==> src/sv/lrs_pkg.sv <==
// Package: widths, types, state codes and helpers for the line rasterizer stepper.
`timescale 1ns / 1ps

package lrs_pkg;

   localparam int CB     = 12;            // coordinate bits
   localparam int FB     = 16;            // fraction bits of Q1.FB results
   localparam int Q_W    = FB + 1;        // ratio result width, 1.0 representable
   localparam int V_W    = 2 * FB + 1;    // quotient width before the square root
   localparam int ERR_W  = CB + 3;        // walker error term
   localparam int EXT_W  = ERR_W + 2;     // signed working width for error math
   localparam int MAG_W  = CB + 3;        // squarer operand width
   localparam int NUM_W  = 2 * MAG_W;     // squared numerator width
   localparam int L2_W   = 2 * CB + 1;    // squared line length width
   localparam int CNT_W  = $clog2(V_W);   // ratio unit step counter
   localparam int CAND_N = 3;             // fragments one step can produce
   localparam int IDX_W  = 2;             // candidate index, one code past the last

   localparam logic OP_START = 1'b0;
   localparam logic OP_STEP  = 1'b1;

   typedef struct packed {
      logic             valid;
      logic             plain;    // coverage fixed at zero
      logic             strict;   // neighbour: drop when distance reaches length
      logic [CB-1:0]    x;
      logic [CB-1:0]    y;
      logic [MAG_W-1:0] mag;      // distance magnitude for coverage
      logic [CB-1:0]    fdx;      // walker offset from origin for the fraction
      logic [CB-1:0]    fdy;
   } cand_type;

   typedef struct packed {
      logic [CB-1:0]  x;
      logic [CB-1:0]  y;
      logic [Q_W-1:0] cov;
      logic [Q_W-1:0] frac;
   } frag_type;

   typedef enum logic [8:0] {
      ST_IDLE    = 9'b000000001,
      ST_L2      = 9'b000000010,
      ST_NEXT    = 9'b000000100,
      ST_SQ_COV  = 9'b000001000,
      ST_RUN_COV = 9'b000010000,
      ST_SQ_FX   = 9'b000100000,
      ST_SQ_FY   = 9'b001000000,
      ST_RUN_FR  = 9'b010000000,
      ST_SEND    = 9'b100000000
   } state_type;

   typedef enum logic [2:0] {
      R_IDLE = 3'b001,
      R_DIV  = 3'b010,
      R_SQRT = 3'b100
   } ratio_state_type;

   function automatic logic [CB-1:0] absdiff(input logic [CB-1:0] a, input logic [CB-1:0] b);
      absdiff = (a >= b) ? (a - b) : (b - a);
   endfunction

endpackage

==> src/sv/lrs_channels.sv <==
// Channel interfaces: step/start requests, fragment responses, control register write.
`timescale 1ns / 1ps

interface lrs_req_if;
   logic                   valid;
   logic                   ready;
   logic                   operation;
   logic [lrs_pkg::CB-1:0] start_x;
   logic [lrs_pkg::CB-1:0] start_y;
   logic [lrs_pkg::CB-1:0] end_x;
   logic [lrs_pkg::CB-1:0] end_y;
   modport source(output valid, operation, start_x, start_y, end_x, end_y, input ready);
   modport sink(input valid, operation, start_x, start_y, end_x, end_y, output ready);
endinterface

interface lrs_rsp_if;
   logic                    valid;
   logic                    ready;
   logic [lrs_pkg::CB-1:0]  pixel_x;
   logic [lrs_pkg::CB-1:0]  pixel_y;
   logic [lrs_pkg::Q_W-1:0] coverage;
   logic [lrs_pkg::Q_W-1:0] along_fraction;
   logic                    line_done;
   logic                    last;
   modport source(output valid, pixel_x, pixel_y, coverage, along_fraction, line_done, last,
                  input ready);
   modport sink(input valid, pixel_x, pixel_y, coverage, along_fraction, line_done, last,
                output ready);
endinterface

interface lrs_csr_if;
   logic valid;
   logic ready;
   logic data;
   modport source(output valid, data, input ready);
   modport sink(input valid, data, output ready);
endinterface

==> src/sv/line_rasterizer_stepper.sv <==
// Top level: all-octant line walker with optional anti-aliased neighbour fragments.
`timescale 1ns / 1ps

// A start transfer loads two endpoints and builds the squared length on the
// shared squarer (dx^2 in ST_IDLE, dy^2 added in ST_L2); it yields no
// response. A step transfer runs one walker iteration and yields 0 to 3
// fragment transfers, the last one flagged by last, all flagged by line_done
// when the step hit the end point. One item at a time: req ready is high
// only while the block is idle. Each surviving fragment costs one ratio run
// for along_fraction and, in smooth mode, one more for coverage; a ratio run
// is a restoring division then a bit-serial square root in the shared
// divide/square-root unit, with squaring states ahead of the fraction run
// and a sequencing state per candidate. Fragments are then sent while rsp is
// ready. Steps with no line loaded are taken and dropped with no response.
// smooth_enable may be written at any time the block is idle and applies
// from the next step.

module line_rasterizer_stepper (
   input  logic      clock,
   input  logic      reset,
   lrs_req_if.sink   req_bus,
   lrs_rsp_if.source rsp_bus,
   lrs_csr_if.sink   csr_bus
);

   localparam int CB    = lrs_pkg::CB;
   localparam int EXT_W = lrs_pkg::EXT_W;

   lrs_pkg::state_type state_ff, state_in;
   logic                      smooth_ff, smooth_in;
   logic                      active_ff, active_in;
   logic [CB-1:0]             walk_x_ff, walk_x_in, walk_y_ff, walk_y_in;
   logic [CB-1:0]             target_x_ff, target_x_in, target_y_ff, target_y_in;
   logic [CB-1:0]             origin_x_ff, origin_x_in, origin_y_ff, origin_y_in;
   logic [CB-1:0]             abs_dx_ff, abs_dx_in, abs_dy_ff, abs_dy_in;
   logic [1:0]                signs_ff, signs_in;   // bit0 x goes down, bit1 y goes down
   logic [lrs_pkg::ERR_W-1:0] err_ff, err_in;
   logic [lrs_pkg::L2_W-1:0]  len_sq_ff, len_sq_in;
   lrs_pkg::cand_type         cand_ff [lrs_pkg::CAND_N];
   lrs_pkg::cand_type         cand_in [lrs_pkg::CAND_N];
   lrs_pkg::frag_type         res_ff  [lrs_pkg::CAND_N];
   lrs_pkg::frag_type         res_in  [lrs_pkg::CAND_N];
   logic [lrs_pkg::IDX_W-1:0] idx_ff, idx_in;
   logic [lrs_pkg::IDX_W-1:0] res_n_ff, res_n_in;
   logic [lrs_pkg::IDX_W-1:0] send_ff, send_in;
   logic [lrs_pkg::Q_W-1:0]   cov_ff, cov_in;
   logic [lrs_pkg::NUM_W-1:0] fx2_ff, fx2_in;
   logic                      done_ff, done_in;

   // handshakes
   logic req_fire, rsp_fire, csr_fire;
   assign req_bus.ready = (state_ff == lrs_pkg::ST_IDLE);
   assign csr_bus.ready = 1'b1;
   assign req_fire      = req_bus.valid && req_bus.ready;
   assign rsp_fire      = rsp_bus.valid && rsp_bus.ready;
   assign csr_fire      = csr_bus.valid && csr_bus.ready;

   // shared squarer
   logic [lrs_pkg::MAG_W-1:0] sq_op;
   logic [lrs_pkg::NUM_W-1:0] sq;
   lrs_pkg::cand_type         cur;
   logic [CB-1:0]             req_dx, req_dy;

   assign cur    = cand_ff[idx_ff];
   assign req_dx = lrs_pkg::absdiff(req_bus.start_x, req_bus.end_x);
   assign req_dy = lrs_pkg::absdiff(req_bus.start_y, req_bus.end_y);

   always_comb begin
      unique case (state_ff)
         lrs_pkg::ST_IDLE:   sq_op = lrs_pkg::MAG_W'(req_dx);
         lrs_pkg::ST_L2:     sq_op = lrs_pkg::MAG_W'(abs_dy_ff);
         lrs_pkg::ST_SQ_COV: sq_op = cur.mag;
         lrs_pkg::ST_SQ_FX:  sq_op = lrs_pkg::MAG_W'(cur.fdx);
         lrs_pkg::ST_SQ_FY:  sq_op = lrs_pkg::MAG_W'(cur.fdy);
         default:            sq_op = '0;
      endcase
   end
   assign sq = sq_op * sq_op;

   // ratio unit
   logic                      ratio_start, ratio_done, ratio_ok;
   logic [lrs_pkg::NUM_W-1:0] ratio_num;
   logic [lrs_pkg::Q_W-1:0]   ratio_q;

   assign ratio_num = (state_ff == lrs_pkg::ST_SQ_COV) ? sq : (fx2_ff + sq);

   lrs_ratio_unit u_ratio (
      .clock (clock),
      .reset (reset),
      .start (ratio_start),
      .num   (ratio_num),
      .den   (len_sq_ff),
      .done  (ratio_done),
      .ok    (ratio_ok),
      .q     (ratio_q)
   );

   // walker step math, all from the current line state
   logic signed [EXT_W-1:0] dx_s, dy_s, err_x, d_s, d_abs, e2, m1, m2, err_nxt;
   logic                    at_end, c1, c2;
   logic [CB-1:0]           step_x, step_y, new_x, fdx0, fdy0;

   assign dx_s   = $signed({{(EXT_W-CB){1'b0}}, abs_dx_ff});
   assign dy_s   = $signed({{(EXT_W-CB){1'b0}}, abs_dy_ff});
   assign err_x  = $signed({{(EXT_W-lrs_pkg::ERR_W){err_ff[lrs_pkg::ERR_W-1]}}, err_ff});
   assign d_s    = err_x - dx_s + dy_s;
   assign d_abs  = (d_s < 0) ? -d_s : d_s;
   assign e2     = err_x <<< 1;
   assign m1     = err_x + dy_s;
   assign m2     = dx_s - err_x;
   assign at_end = (walk_x_ff == target_x_ff) && (walk_y_ff == target_y_ff);
   // smooth mode steps against the other axis than the plain rule
   assign c1     = smooth_ff ? (e2 >= -dx_s) : (e2 >= -dy_s);
   assign c2     = smooth_ff ? (e2 <= dy_s) : (e2 <= dx_s);
   assign err_nxt = err_x - (c1 ? dy_s : '0) + (c2 ? dx_s : '0);
   assign step_x = walk_x_ff + (signs_ff[0] ? {CB{1'b1}} : CB'(1));
   assign step_y = walk_y_ff + (signs_ff[1] ? {CB{1'b1}} : CB'(1));
   assign new_x  = c1 ? step_x : walk_x_ff;
   assign fdx0   = lrs_pkg::absdiff(walk_x_ff, origin_x_ff);
   assign fdy0   = lrs_pkg::absdiff(walk_y_ff, origin_y_ff);

   always_comb begin
      state_in    = state_ff;
      smooth_in   = smooth_ff;
      active_in   = active_ff;
      walk_x_in   = walk_x_ff;
      walk_y_in   = walk_y_ff;
      target_x_in = target_x_ff;
      target_y_in = target_y_ff;
      origin_x_in = origin_x_ff;
      origin_y_in = origin_y_ff;
      abs_dx_in   = abs_dx_ff;
      abs_dy_in   = abs_dy_ff;
      signs_in    = signs_ff;
      err_in      = err_ff;
      len_sq_in   = len_sq_ff;
      cand_in     = cand_ff;
      res_in      = res_ff;
      idx_in      = idx_ff;
      res_n_in    = res_n_ff;
      send_in     = send_ff;
      cov_in      = cov_ff;
      fx2_in      = fx2_ff;
      done_in     = done_ff;
      ratio_start = 1'b0;

      if (csr_fire) begin
         smooth_in = csr_bus.data;
      end

      unique case (state_ff)
         lrs_pkg::ST_IDLE: begin
            if (req_fire) begin
               if (req_bus.operation == lrs_pkg::OP_START) begin
                  origin_x_in = req_bus.start_x;
                  origin_y_in = req_bus.start_y;
                  walk_x_in   = req_bus.start_x;
                  walk_y_in   = req_bus.start_y;
                  target_x_in = req_bus.end_x;
                  target_y_in = req_bus.end_y;
                  abs_dx_in   = req_dx;
                  abs_dy_in   = req_dy;
                  signs_in    = {!(req_bus.start_y < req_bus.end_y),
                                 !(req_bus.start_x < req_bus.end_x)};
                  err_in      = lrs_pkg::ERR_W'(req_dx) - lrs_pkg::ERR_W'(req_dy);
                  len_sq_in   = sq[lrs_pkg::L2_W-1:0];   // dx^2, dy^2 added next cycle
                  active_in   = 1'b1;
                  state_in    = lrs_pkg::ST_L2;
               end else if (active_ff) begin
                  // main fragment at the current position
                  cand_in[0].valid  = 1'b1;
                  cand_in[0].plain  = !smooth_ff;
                  cand_in[0].strict = 1'b0;
                  cand_in[0].x      = walk_x_ff;
                  cand_in[0].y      = walk_y_ff;
                  cand_in[0].mag    = d_abs[lrs_pkg::MAG_W-1:0];
                  cand_in[0].fdx    = fdx0;
                  cand_in[0].fdy    = fdy0;
                  // neighbour across the minor axis, before the x step
                  cand_in[1].valid  = smooth_ff && !at_end && c1 && (m1 >= 0);
                  cand_in[1].plain  = 1'b0;
                  cand_in[1].strict = 1'b1;
                  cand_in[1].x      = walk_x_ff;
                  cand_in[1].y      = step_y;
                  cand_in[1].mag    = m1[lrs_pkg::MAG_W-1:0];
                  cand_in[1].fdx    = fdx0;
                  cand_in[1].fdy    = fdy0;
                  // neighbour along x; its fraction sees the already stepped x
                  cand_in[2].valid  = smooth_ff && !at_end && c2 && (m2 >= 0);
                  cand_in[2].plain  = 1'b0;
                  cand_in[2].strict = 1'b1;
                  cand_in[2].x      = step_x;
                  cand_in[2].y      = walk_y_ff;
                  cand_in[2].mag    = m2[lrs_pkg::MAG_W-1:0];
                  cand_in[2].fdx    = lrs_pkg::absdiff(new_x, origin_x_ff);
                  cand_in[2].fdy    = fdy0;
                  if (!at_end) begin
                     walk_x_in = new_x;
                     walk_y_in = c2 ? step_y : walk_y_ff;
                     err_in    = err_nxt[lrs_pkg::ERR_W-1:0];
                  end
                  done_in   = at_end;
                  active_in = !at_end;
                  idx_in    = '0;
                  res_n_in  = '0;
                  state_in  = lrs_pkg::ST_NEXT;
               end
            end
         end
         lrs_pkg::ST_L2: begin
            len_sq_in = len_sq_ff + sq[lrs_pkg::L2_W-1:0];
            state_in  = lrs_pkg::ST_IDLE;
         end
         lrs_pkg::ST_NEXT: begin
            if (idx_ff == lrs_pkg::IDX_W'(lrs_pkg::CAND_N)) begin
               send_in  = '0;
               state_in = (res_n_ff == '0) ? lrs_pkg::ST_IDLE : lrs_pkg::ST_SEND;
            end else if (!cur.valid) begin
               idx_in = idx_ff + 1'b1;
            end else if (cur.plain) begin
               cov_in   = '0;
               state_in = lrs_pkg::ST_SQ_FX;
            end else begin
               state_in = lrs_pkg::ST_SQ_COV;
            end
         end
         lrs_pkg::ST_SQ_COV: begin
            if (cur.strict && (sq >= lrs_pkg::NUM_W'(len_sq_ff))) begin
               idx_in   = idx_ff + 1'b1;
               state_in = lrs_pkg::ST_NEXT;
            end else begin
               ratio_start = 1'b1;
               state_in    = lrs_pkg::ST_RUN_COV;
            end
         end
         lrs_pkg::ST_RUN_COV: begin
            if (ratio_done) begin
               if (ratio_ok) begin
                  cov_in   = ratio_q;
                  state_in = lrs_pkg::ST_SQ_FX;
               end else begin
                  idx_in   = idx_ff + 1'b1;
                  state_in = lrs_pkg::ST_NEXT;
               end
            end
         end
         lrs_pkg::ST_SQ_FX: begin
            fx2_in   = sq;
            state_in = lrs_pkg::ST_SQ_FY;
         end
         lrs_pkg::ST_SQ_FY: begin
            ratio_start = 1'b1;
            state_in    = lrs_pkg::ST_RUN_FR;
         end
         lrs_pkg::ST_RUN_FR: begin
            if (ratio_done) begin
               if (ratio_ok) begin
                  res_in[res_n_ff].x    = cur.x;
                  res_in[res_n_ff].y    = cur.y;
                  res_in[res_n_ff].cov  = cov_ff;
                  res_in[res_n_ff].frac = ratio_q;
                  res_n_in              = res_n_ff + 1'b1;
               end
               idx_in   = idx_ff + 1'b1;
               state_in = lrs_pkg::ST_NEXT;
            end
         end
         lrs_pkg::ST_SEND: begin
            if (rsp_fire) begin
               if (send_ff == res_n_ff - 1'b1) begin
                  state_in = lrs_pkg::ST_IDLE;
               end else begin
                  send_in = send_ff + 1'b1;
               end
            end
         end
         default: state_in = lrs_pkg::ST_IDLE;
      endcase
   end

   always_ff @(posedge clock) begin
      if (reset) begin
         state_ff    <= lrs_pkg::ST_IDLE;
         smooth_ff   <= 1'b0;
         active_ff   <= 1'b0;
         walk_x_ff   <= '0;
         walk_y_ff   <= '0;
         target_x_ff <= '0;
         target_y_ff <= '0;
         origin_x_ff <= '0;
         origin_y_ff <= '0;
         abs_dx_ff   <= '0;
         abs_dy_ff   <= '0;
         signs_ff    <= '0;
         err_ff      <= '0;
         len_sq_ff   <= '0;
         idx_ff      <= '0;
         res_n_ff    <= '0;
         send_ff     <= '0;
      end else begin
         state_ff    <= state_in;
         smooth_ff   <= smooth_in;
         active_ff   <= active_in;
         walk_x_ff   <= walk_x_in;
         walk_y_ff   <= walk_y_in;
         target_x_ff <= target_x_in;
         target_y_ff <= target_y_in;
         origin_x_ff <= origin_x_in;
         origin_y_ff <= origin_y_in;
         abs_dx_ff   <= abs_dx_in;
         abs_dy_ff   <= abs_dy_in;
         signs_ff    <= signs_in;
         err_ff      <= err_in;
         len_sq_ff   <= len_sq_in;
         idx_ff      <= idx_in;
         res_n_ff    <= res_n_in;
         send_ff     <= send_in;
      end
      cand_ff <= cand_in;
      res_ff  <= res_in;
      cov_ff  <= cov_in;
      fx2_ff  <= fx2_in;
      done_ff <= done_in;
   end

   // fragment output, straight from the result registers
   lrs_pkg::frag_type out_frag;
   assign out_frag               = res_ff[send_ff];
   assign rsp_bus.valid          = (state_ff == lrs_pkg::ST_SEND);
   assign rsp_bus.pixel_x        = out_frag.x;
   assign rsp_bus.pixel_y        = out_frag.y;
   assign rsp_bus.coverage       = out_frag.cov;
   assign rsp_bus.along_fraction = out_frag.frac;
   assign rsp_bus.line_done      = done_ff;
   assign rsp_bus.last           = (send_ff == res_n_ff - 1'b1);

endmodule

==> src/sv/lrs_ratio_unit.sv <==
// Shared ratio unit: floor(sqrt(num/den) * 2^FB) by restoring division then bit-serial root.
`timescale 1ns / 1ps

module lrs_ratio_unit (
   input  logic                        clock,
   input  logic                        reset,
   input  logic                        start,
   input  logic [lrs_pkg::NUM_W-1:0]   num,
   input  logic [lrs_pkg::L2_W-1:0]    den,
   output logic                        done,
   output logic                        ok,
   output logic [lrs_pkg::Q_W-1:0]     q
);

   lrs_pkg::ratio_state_type state_ff, state_in;
   logic [lrs_pkg::L2_W-1:0]  r_ff, r_in;
   logic [lrs_pkg::V_W-1:0]   v_ff, v_in;
   logic [lrs_pkg::Q_W-1:0]   q_ff, q_in;
   logic [lrs_pkg::CNT_W-1:0] cnt_ff, cnt_in;
   logic                      done_ff, done_in;
   logic                      ok_ff, ok_in;

   logic [lrs_pkg::L2_W:0]      r2;
   logic                        ge;
   logic [lrs_pkg::L2_W:0]      r2_sub;
   logic [lrs_pkg::Q_W-1:0]     cand;
   logic [2*lrs_pkg::Q_W-1:0]   cand_sq;

   assign r2      = {r_ff, 1'b0};
   assign ge      = r2 >= {1'b0, den};
   assign r2_sub  = r2 - {1'b0, den};
   assign cand    = q_ff | (lrs_pkg::Q_W'(1) << cnt_ff);
   assign cand_sq = cand * cand;

   always_comb begin
      state_in = state_ff;
      r_in     = r_ff;
      v_in     = v_ff;
      q_in     = q_ff;
      cnt_in   = cnt_ff;
      done_in  = 1'b0;
      ok_in    = ok_ff;
      unique case (state_ff)
         lrs_pkg::R_IDLE: begin
            if (start) begin
               if (den == '0) begin
                  done_in = 1'b1;
                  ok_in   = (num == '0);
                  q_in    = '0;
               end else if (num > lrs_pkg::NUM_W'(den)) begin
                  done_in = 1'b1;
                  ok_in   = 1'b0;
               end else begin
                  v_in     = lrs_pkg::V_W'(num == lrs_pkg::NUM_W'(den));
                  r_in     = (num == lrs_pkg::NUM_W'(den)) ? '0 : num[lrs_pkg::L2_W-1:0];
                  cnt_in   = lrs_pkg::CNT_W'(2 * lrs_pkg::FB - 1);
                  state_in = lrs_pkg::R_DIV;
               end
            end
         end
         lrs_pkg::R_DIV: begin
            r_in = ge ? r2_sub[lrs_pkg::L2_W-1:0] : r2[lrs_pkg::L2_W-1:0];
            v_in = {v_ff[lrs_pkg::V_W-2:0], ge};
            if (cnt_ff == '0) begin
               q_in     = '0;
               cnt_in   = lrs_pkg::CNT_W'(lrs_pkg::FB);
               state_in = lrs_pkg::R_SQRT;
            end else begin
               cnt_in = cnt_ff - 1'b1;
            end
         end
         lrs_pkg::R_SQRT: begin
            if (cand_sq <= (2*lrs_pkg::Q_W)'(v_ff)) begin
               q_in = cand;
            end
            if (cnt_ff == '0) begin
               done_in  = 1'b1;
               ok_in    = 1'b1;
               state_in = lrs_pkg::R_IDLE;
            end else begin
               cnt_in = cnt_ff - 1'b1;
            end
         end
         default: state_in = lrs_pkg::R_IDLE;
      endcase
   end

   always_ff @(posedge clock) begin
      if (reset) begin
         state_ff <= lrs_pkg::R_IDLE;
         done_ff  <= 1'b0;
      end else begin
         state_ff <= state_in;
         done_ff  <= done_in;
      end
      r_ff   <= r_in;
      v_ff   <= v_in;
      q_ff   <= q_in;
      cnt_ff <= cnt_in;
      ok_ff  <= ok_in;
   end

   assign done = done_ff;
   assign ok   = ok_ff;
   assign q    = q_ff;

endmodule

==> src/flat_wrapper.sv <==
// flat-port wrapper written by rule: the top's interface ports become plain ports
module line_rasterizer_stepper_flat 
  (clock, reset, req_bus_valid, req_bus_operation, req_bus_start_x, req_bus_start_y, req_bus_end_x, req_bus_end_y, req_bus_ready, rsp_bus_valid, rsp_bus_pixel_x, rsp_bus_pixel_y, rsp_bus_coverage, rsp_bus_along_fraction, rsp_bus_line_done, rsp_bus_last, rsp_bus_ready, csr_bus_valid, csr_bus_data, csr_bus_ready);
  lrs_req_if req_bus_i ();
  lrs_rsp_if rsp_bus_i ();
  lrs_csr_if csr_bus_i ();
  input  logic clock;
  input  logic reset;
  input wire logic [$bits(req_bus_i.valid)-1:0] req_bus_valid;
  input wire logic [$bits(req_bus_i.operation)-1:0] req_bus_operation;
  input wire logic [$bits(req_bus_i.start_x)-1:0] req_bus_start_x;
  input wire logic [$bits(req_bus_i.start_y)-1:0] req_bus_start_y;
  input wire logic [$bits(req_bus_i.end_x)-1:0] req_bus_end_x;
  input wire logic [$bits(req_bus_i.end_y)-1:0] req_bus_end_y;
  output wire logic [$bits(req_bus_i.ready)-1:0] req_bus_ready;
  output wire logic [$bits(rsp_bus_i.valid)-1:0] rsp_bus_valid;
  output wire logic [$bits(rsp_bus_i.pixel_x)-1:0] rsp_bus_pixel_x;
  output wire logic [$bits(rsp_bus_i.pixel_y)-1:0] rsp_bus_pixel_y;
  output wire logic [$bits(rsp_bus_i.coverage)-1:0] rsp_bus_coverage;
  output wire logic [$bits(rsp_bus_i.along_fraction)-1:0] rsp_bus_along_fraction;
  output wire logic [$bits(rsp_bus_i.line_done)-1:0] rsp_bus_line_done;
  output wire logic [$bits(rsp_bus_i.last)-1:0] rsp_bus_last;
  input wire logic [$bits(rsp_bus_i.ready)-1:0] rsp_bus_ready;
  input wire logic [$bits(csr_bus_i.valid)-1:0] csr_bus_valid;
  input wire logic [$bits(csr_bus_i.data)-1:0] csr_bus_data;
  output wire logic [$bits(csr_bus_i.ready)-1:0] csr_bus_ready;
  assign req_bus_i.valid = req_bus_valid;
  assign req_bus_i.operation = req_bus_operation;
  assign req_bus_i.start_x = req_bus_start_x;
  assign req_bus_i.start_y = req_bus_start_y;
  assign req_bus_i.end_x = req_bus_end_x;
  assign req_bus_i.end_y = req_bus_end_y;
  assign req_bus_ready = req_bus_i.ready;
  assign rsp_bus_valid = rsp_bus_i.valid;
  assign rsp_bus_pixel_x = rsp_bus_i.pixel_x;
  assign rsp_bus_pixel_y = rsp_bus_i.pixel_y;
  assign rsp_bus_coverage = rsp_bus_i.coverage;
  assign rsp_bus_along_fraction = rsp_bus_i.along_fraction;
  assign rsp_bus_line_done = rsp_bus_i.line_done;
  assign rsp_bus_last = rsp_bus_i.last;
  assign rsp_bus_i.ready = rsp_bus_ready;
  assign csr_bus_i.valid = csr_bus_valid;
  assign csr_bus_i.data = csr_bus_data;
  assign csr_bus_ready = csr_bus_i.ready;
  line_rasterizer_stepper u_core (.clock(clock), .reset(reset), .req_bus(req_bus_i), .rsp_bus(rsp_bus_i), .csr_bus(csr_bus_i));
endmodule
==> config.mk <==
export PLATFORM = sky130hd
export DESIGN_NAME = line_rasterizer_stepper_flat
export DESIGN_NICKNAME = d
export VERILOG_FILES = /design/src/sv/lrs_pkg.sv /design/src/sv/lrs_channels.sv /design/src/sv/line_rasterizer_stepper.sv /design/src/sv/lrs_ratio_unit.sv /design/src/flat_wrapper.sv
export SDC_FILE = /design/constraint.sdc
export NUM_CORES = 2
export LEC_CHECK = 0
export BUFFER_PORTS_ARGS = -buffer_cell sky130_fd_sc_hd__buf_2
export CORE_AREA = 4 4 324 326
export CTS_BUF_LIST = sky130_fd_sc_hd__clkbuf_4
export DETAILED_ROUTE_END_ITERATION = 7
export DIE_AREA = 0 0 328 330
export GPL_ROUTABILITY_DRIVEN = 1
export HOLD_SLACK_MARGIN = 0.02
export PLACE_DENSITY = 0.76
export SYNTH_ARGS = -nofsm -noshare
export SYNTH_HDL_FRONTEND = slang
export SYNTH_SLANG_ARGS = --single-unit
==> constraint.sdc <==
create_clock -name clock -period 33.6 [get_ports clock]
set_input_delay 5.04 -clock clock [delete_from_list [all_inputs] [get_ports clock]]
set_output_delay 5.04 -clock clock [all_outputs]
set_load 0.02 [all_outputs]
# Yosys cells after proc, flatten, opt, wreduce, memory -nomap -nowiden
# Index checks and enable logic that the tools add are counted.
[op_classes]
addsub = 30
multipliers = 2
n_lt_le_gt_ge = 22
eq_ne = 49
shift = 1
n_mux = 124
bitwise = 5
reduce_logical = 43
[op_table]
columns = ["op", "n"]
rows = [
  ["174-bit bitwise mux", 4],
  ["58-bit demux with 2-bit select", 4],
  ["12-bit 2-to-1 mux", 17],
  ["25-bit 2-to-1 mux", 7],
  ["58-bit 2-to-1 mux", 3],
  ["17-bit 2-to-1 mux", 10],
  ["66-bit binary-select mux with 2-bit select", 1],
  ["66-bit 2-to-1 mux", 2],
  ["12-bit subtractor", 10],
  ["58-bit binary-select mux with 2-bit select", 1],
  ["25-bit case mux with 2 select lines", 2],
  ["33-bit 2-to-1 mux", 3],
  ["9-bit 2-to-1 mux", 10],
  ["15-bit case mux with 5 select lines", 1],
  ["9-bit case mux with 8 select lines", 1],
  ["33-bit case mux with 2 select lines", 1],
  ["12-bit >= comparator", 5],
  ["15-bit 2-to-1 mux", 4],
  ["17-bit case mux with 3 select lines", 1],
  ["46-bit 2-to-1 mux", 1],
  ["2-bit inequality test (second input constant)", 23],
  ["6-bit 2-to-1 mux", 7],
  ["16-bit by 17-bit >= comparator with 1-bit output", 2],
  ["34-bit by 33-bit <= comparator with 1-bit output", 1],
  ["other kinds (78)", 155],
]
[word_totals]
register_bits = 595
in_bits = 55
output_inout_bits = 63
word_cells = 328

# Logic depth before layout (Yosys ltp)
[logic_depth]
ltp_word = 14
ltp_mapped = 59
ltp_nobuf = 56

# Cells and area by module
# From an unflattened synthesis, not the netlist that was laid out.
[unflattened]
hier_cells = 6136
hier_area_um2 = 56136.3
[by_module_without_submodules]
columns = ["mod", "instances", "cells_each", "area_per_inst_um2", "seq_area_each_um2"]
rows = [
  ["line_rasterizer_stepper", 1, 4543, 41639.9, 13703.1],
  ["lrs_ratio_unit", 1, 1593, 14496.4, 2542.4],
]

# Least setup slack after synthesis
# Ideal clock, no wire load.
[synth_timing]
path_kind = "in2reg"
startpoint = "input port req_bus_start_x[0]"
endpoint = "register u_core.u_ratio.r_ff[0] (netlist bit), enable pin"
setup_time_ps = 493
arrival_ps = 19714
t_required_ps = 33107
setup_slack_ps = 13393
stages = 54
n_path_buf = 4
path_cell_list = "inv_1 -> ha_1 -> inv_1 -> fa_1 -> a21o_1 -> a211oi_1 -> o221ai_1 -> a21oi_2 -> buf_2 -> buf_1 -> o21ai_0 -> o211ai_1 -> xor2_1 -> a21o_1 -> clkbuf_1 -> nand2_1 -> fa_1 -> inv_1 -> [18 not listed] -> or3_1 -> a31oi_2 -> nor2_1 -> a21oi_1 -> o21bai_1 -> xor2_1 -> mux2i_1 -> inv_1 -> ha_1 -> nand4_1 -> or2_2 -> nor2_1 -> nand4_1 -> a21o_1 -> a41o_1 -> a211o_1 -> or4b_4 -> a21oi_1"
[synth_between]
elab_chain_cells = 10
word_cells_on_any_way = 16
cone_classes = "add/sub: 3; mul: 1; order compare: 3; eq/ne: 2; mux: 5; reduce/logical: 2"
[synth_rtl]
columns = ["item", "line", "rtl"]
rows = [
  ["start, declared", "flat_wrapper.sv:11", "input wire logic [$bits(req_bus_i.start_x)-1:0] req_bus_start_x;"],
  ["12-bit subtractor or 12-bit >= comparator (tied branches)", "lrs_pkg.sv:59", "absdiff = (a >= b) ? (a - b) : (b - a);"],
  ["12-bit 2-to-1 mux (*)", "lrs_pkg.sv:59", ""],
  ["named net u_core.req_dx[8]", "line_rasterizer_stepper.sv:62", "logic [CB-1:0] req_dx, req_dy;"],
  ["15-bit case mux with 5 select lines (*)", "line_rasterizer_stepper.sv:69", "unique case (state_ff)"],
  ["15-bit by 15-bit multiplier with 30-bit output (*)", "line_rasterizer_stepper.sv:78", "assign sq = sq_op * sq_op;"],
  ["named net u_core.sq (one bit)", "line_rasterizer_stepper.sv:60", "logic [lrs_pkg::NUM_W-1:0] sq;"],
  ["branches (longest 5 deep; another with 30-bit adder)", "-", ""],
  ["4-bit AND reduction (no line) (*)", "-", ""],
  ["end signal, assigned", "lrs_ratio_unit.sv:96", "r_ff <= r_in;"],
  ["end, declared", "lrs_ratio_unit.sv:16", "logic [lrs_pkg::L2_W-1:0] r_ff, r_in;"],
]
# Mark *: on every way through the listed nets, which the timed path passes.
# A chain may end at the register's enable or synchronous reset.

# Worst setup path after layout
[layout_timing]
startpoint = "input port req_bus_start_x[0]"
endpoint = "register u_core.u_ratio.r_ff[8] (netlist bit), enable pin"
[layout_between]
elab_chain_cells = 10
word_cells_on_any_way = 16
cone_classes = "add/sub: 3; mul: 1; order compare: 3; eq/ne: 2; mux: 5; reduce/logical: 2"
[layout_rtl]
columns = ["item", "line"]
rows = [
  ["12-bit subtractor or 12-bit >= comparator (tied branches)", "lrs_pkg.sv:59"],
  ["12-bit 2-to-1 mux (*)", "lrs_pkg.sv:59"],
  ["15-bit case mux with 5 select lines (*)", "line_rasterizer_stepper.sv:69"],
  ["15-bit by 15-bit multiplier with 30-bit output (*)", "line_rasterizer_stepper.sv:78"],
  ["named net u_core.sq (one bit)", "line_rasterizer_stepper.sv:60"],
  ["branches (longest 5 deep; another with 30-bit adder)", "-"],
  ["4-bit AND reduction (no line) (*)", "-"],
]
# Marked as above.

==> impl_metrics.tcl <==
set metrics [dict create \
    post_cts_buffers 0 \
    tightest_slew_ps 1198 \
    die_area_mm2 0.1082 \
    ys_top_cells_by_count "820 x inv_1, 625 x ha_1, 576 x nand2_1, 471 x nor2_1, 435 x edfxtp_1" \
    slew_viol_final 0 \
    rsz0062_at_grt "no" \
    syn-mean-instance-area_um2 9.308 \
    fmax_mhz 51.39 \
    critPathKind "in -> reg" \
    ys_types 113 \
    startpoint "req_bus_start_x[0]" \
    synth_most_common_cell "inv_1" \
    dr_total_vias 45041 \
    start_kind "primary input" \
    hold_depth 2 \
    synth.area.top_cells "edfxtp_1 23%, ha_1 14%, fa_1 13%" \
    synth_seq_cells 594 \
    design_area_mm2 0.05999 \
    crit_path_top_delay_cell "a2111oi_1" \
    row_count 117 \
    postCtsResizedCells 0 \
    place_congestion 0.9753 \
    cts.sinks 594 \
    cts_tree "built" \
    syn_to_final_growth_pct 7.452 \
    ys_async_sr_fraction_pct 0 \
    hold_ws_ps 459.5 \
    max_stage_delay_ps 1000 \
    cts_max_path_buffers 3 \
    drt_pass1_iterations 6 \
    insertion_delay_ps 1110 \
    synthesis.area_mm2 0.05583 \
    reg2reg_from "u_core.idx_ff[1]" \
    grt_pass1_vias 44830 \
    drt-vias-per-instance 5.884 \
    r2r_cells 46 \
    drc 0 \
    hold_violations 0 \
    setup_violations 0 \
    finalCritPeriodShare_pct 57.91 \
    die_x_um 328 \
    seq_area_frac_synth_pct 29.10 \
    cts_buffers 164 \
    yosys.area.top_type_share_pct 23.40 \
    grt_max_degree 74 \
    finClkSkew_ps 120.0 \
    drive_above_1_share_pct 9.175 \
    endpoint_kind "flip-flop" \
    period_needed_ps 19460 \
    synth_edf_count 435 \
    grt_pass1_wl_um 246200 \
    start_util_pct 54.88 \
    root_buffer "clkbuf_4" \
    ys.warnings.count 0 \
    syn_nets 7051 \
    wl_um 158200 \
    postPlaceCellArea_mm2 0.05786 \
    io_pins 118 \
    wl_per_cell_um 20.67 \
    synth_cells 5998 \
    path_clk_slew_ps 60 \
    htree_levels 4 \
    post-dp-hpwl_um 120800 \
    first_iter_violations 4127 \
    synth_largest_area_cell "edfxtp_1" \
    status "finished, final reports clean" \
    slew_headroom_pct 19.77 \
    cp_max_fo 58 \
    worst_hold_path_type "reg -> reg" \
    cp_data_required_time_ps 34250 \
    die_h_um 330 \
    io_buffers 116 \
    ys.flop_type "edfxtp_1" \
    rr_endpoint "u_core.u_ratio.r_ff[8]" \
    ant_nets 0 \
    ctsHoldBuffers 0 \
    cp.arrival_ps 20110 \
    cap_violations 0 \
    grtUsageTotal_pct 28.93 \
    fin_tns_setup_ps 0 \
    core_area_mm2 0.1017 \
    nNetsFinal 7201 \
    r2r_slack_ps 18890 \
    endpoint "u_core.u_ratio.r_ff[8]" \
    fin_util_pct 58.96 \
    antenna_found_initial 9 \
    gr-total-overflow 0 \
]
final cells by class:
cell class,count,area (um^2)
fillers,8702,41750
multi-input cells,4375,35700
flip-flops and latches,594,16250
inverters,832,3123
clock buffers,238,1787
well taps,1368,1712
repair buffers,181,1071
clock inverters,58,324.1
diodes,9,22.52
through the flow:
| stage | setup slack (ps) | cells |
|---|---|---|
| 2_1_floorplan | 13390 | 5998 |
| 3_3_place_gp | 13740 | 7350 |
| 3_5_place_dp | 13410 | 7350 |
| 4_1_cts | 14510 | 7646 |
| 5_1_grt | 13580 | 7653 |
| 6_report | 14140 | 7655 |
sequential cells by signal, indices dropped and copies added (netlist names), 15 cells and up:
register	flops
u_core.fx2_ff	29
u_core.u_ratio.q	17
u_core.res_ff	174
u_core.len_sq_ff	25
u_core.u_ratio.r_ff	25
u_core.err_ff	15
u_core.cov_ff	17
u_core.cand_ff	132
u_core.u_ratio.v_ff	33
worst max-delay path, delay by kind of cell:
family / cells / cell delay (ps)
compound gates: 20 / 5560
mux: 1 / 320
fa+ha+maj: 11 / 4640
simple gates: 11 / 2420
buf+inv: 10 / 1420
xor+xnor: 2 / 640
layout by cell type (no fill, tap or decap), drive strengths merged, types with 15 or more instances in the layout:
| cell type | Yosys | layout |
|---|---|---|
| nand2 | 576 | 576 |
| a2111oi | 15 | 15 |
| o211ai | 28 | 28 |
| nor2b | 78 | 78 |
| xnor2 | 201 | 201 |
| a31oi | 42 | 42 |
| o21a | 52 | 52 |
| or3 | 17 | 17 |
| or2 | 23 | 23 |
| edfxtp | 435 | 435 |
| nand4 | 53 | 53 |
| a311oi | 16 | 16 |
| nor3 | 62 | 62 |
| o21ai | 291 | 291 |
| a21boi | 25 | 25 |
| nor2 | 472 | 472 |
| o21bai | 30 | 30 |
| o31ai | 21 | 21 |
| nand2b | 53 | 53 |
| xor2 | 97 | 97 |
| clkbuf | 155 | 238 |
| o22ai | 38 | 38 |
| dfxtp | 159 | 159 |
| a211oi | 81 | 81 |
| fa | 373 | 373 |
| and3 | 23 | 23 |
| inv | 822 | 830 |
| clkinv | 10 | 59 |
| a21o | 157 | 157 |
| buf | 41 | 181 |
| ha | 625 | 625 |
| nand3 | 75 | 75 |
| nor4 | 32 | 32 |
| mux2i | 161 | 161 |
| and2 | 119 | 119 |
| a21oi | 368 | 368 |
routing by layer:
metal / up-vias / wire (um) / track usage (%)
met5: - / 40 / 0
met4: 6 / 7293 / 13.10
met3: 436 / 13910 / 5.467
met2: 1961 / 72620 / 46.70
met1: 21729 / 64390 / 38.03
li1: 20909 / - / -
how the worst min path moves through the flow:
stage                           startpoint                endpoint  slack, ps
floorplan           u_core.origin_x_ff[11]  u_core.origin_x_ff[11]        430
global placement    u_core.origin_y_ff[11]  u_core.origin_y_ff[11]        440
detailed placement  u_core.origin_y_ff[11]  u_core.origin_y_ff[11]        460
CTS                 u_core.origin_y_ff[11]  u_core.origin_y_ff[11]        460
global route             u_core.cov_ff[12]       u_core.res_ff[29]        450
finish              u_core.origin_y_ff[11]  u_core.origin_y_ff[11]        460
kinds of logic after synthesis:
kind of cell    after synthesis  share of synthesized area (%)
flops                       594                          29.10
xor+xnor                    298                          4.742
other cells                   1                       0.006717
buf+inv                    1029                          7.113
simple gates               1630                          13.53
fa+ha+maj                   998                          27.38
compound gates             1274                          14.98
mux                         174                          3.149
Power is not shown: default switching activity piles up to over one toggle a cycle in this logic, so the estimate is an artifact.
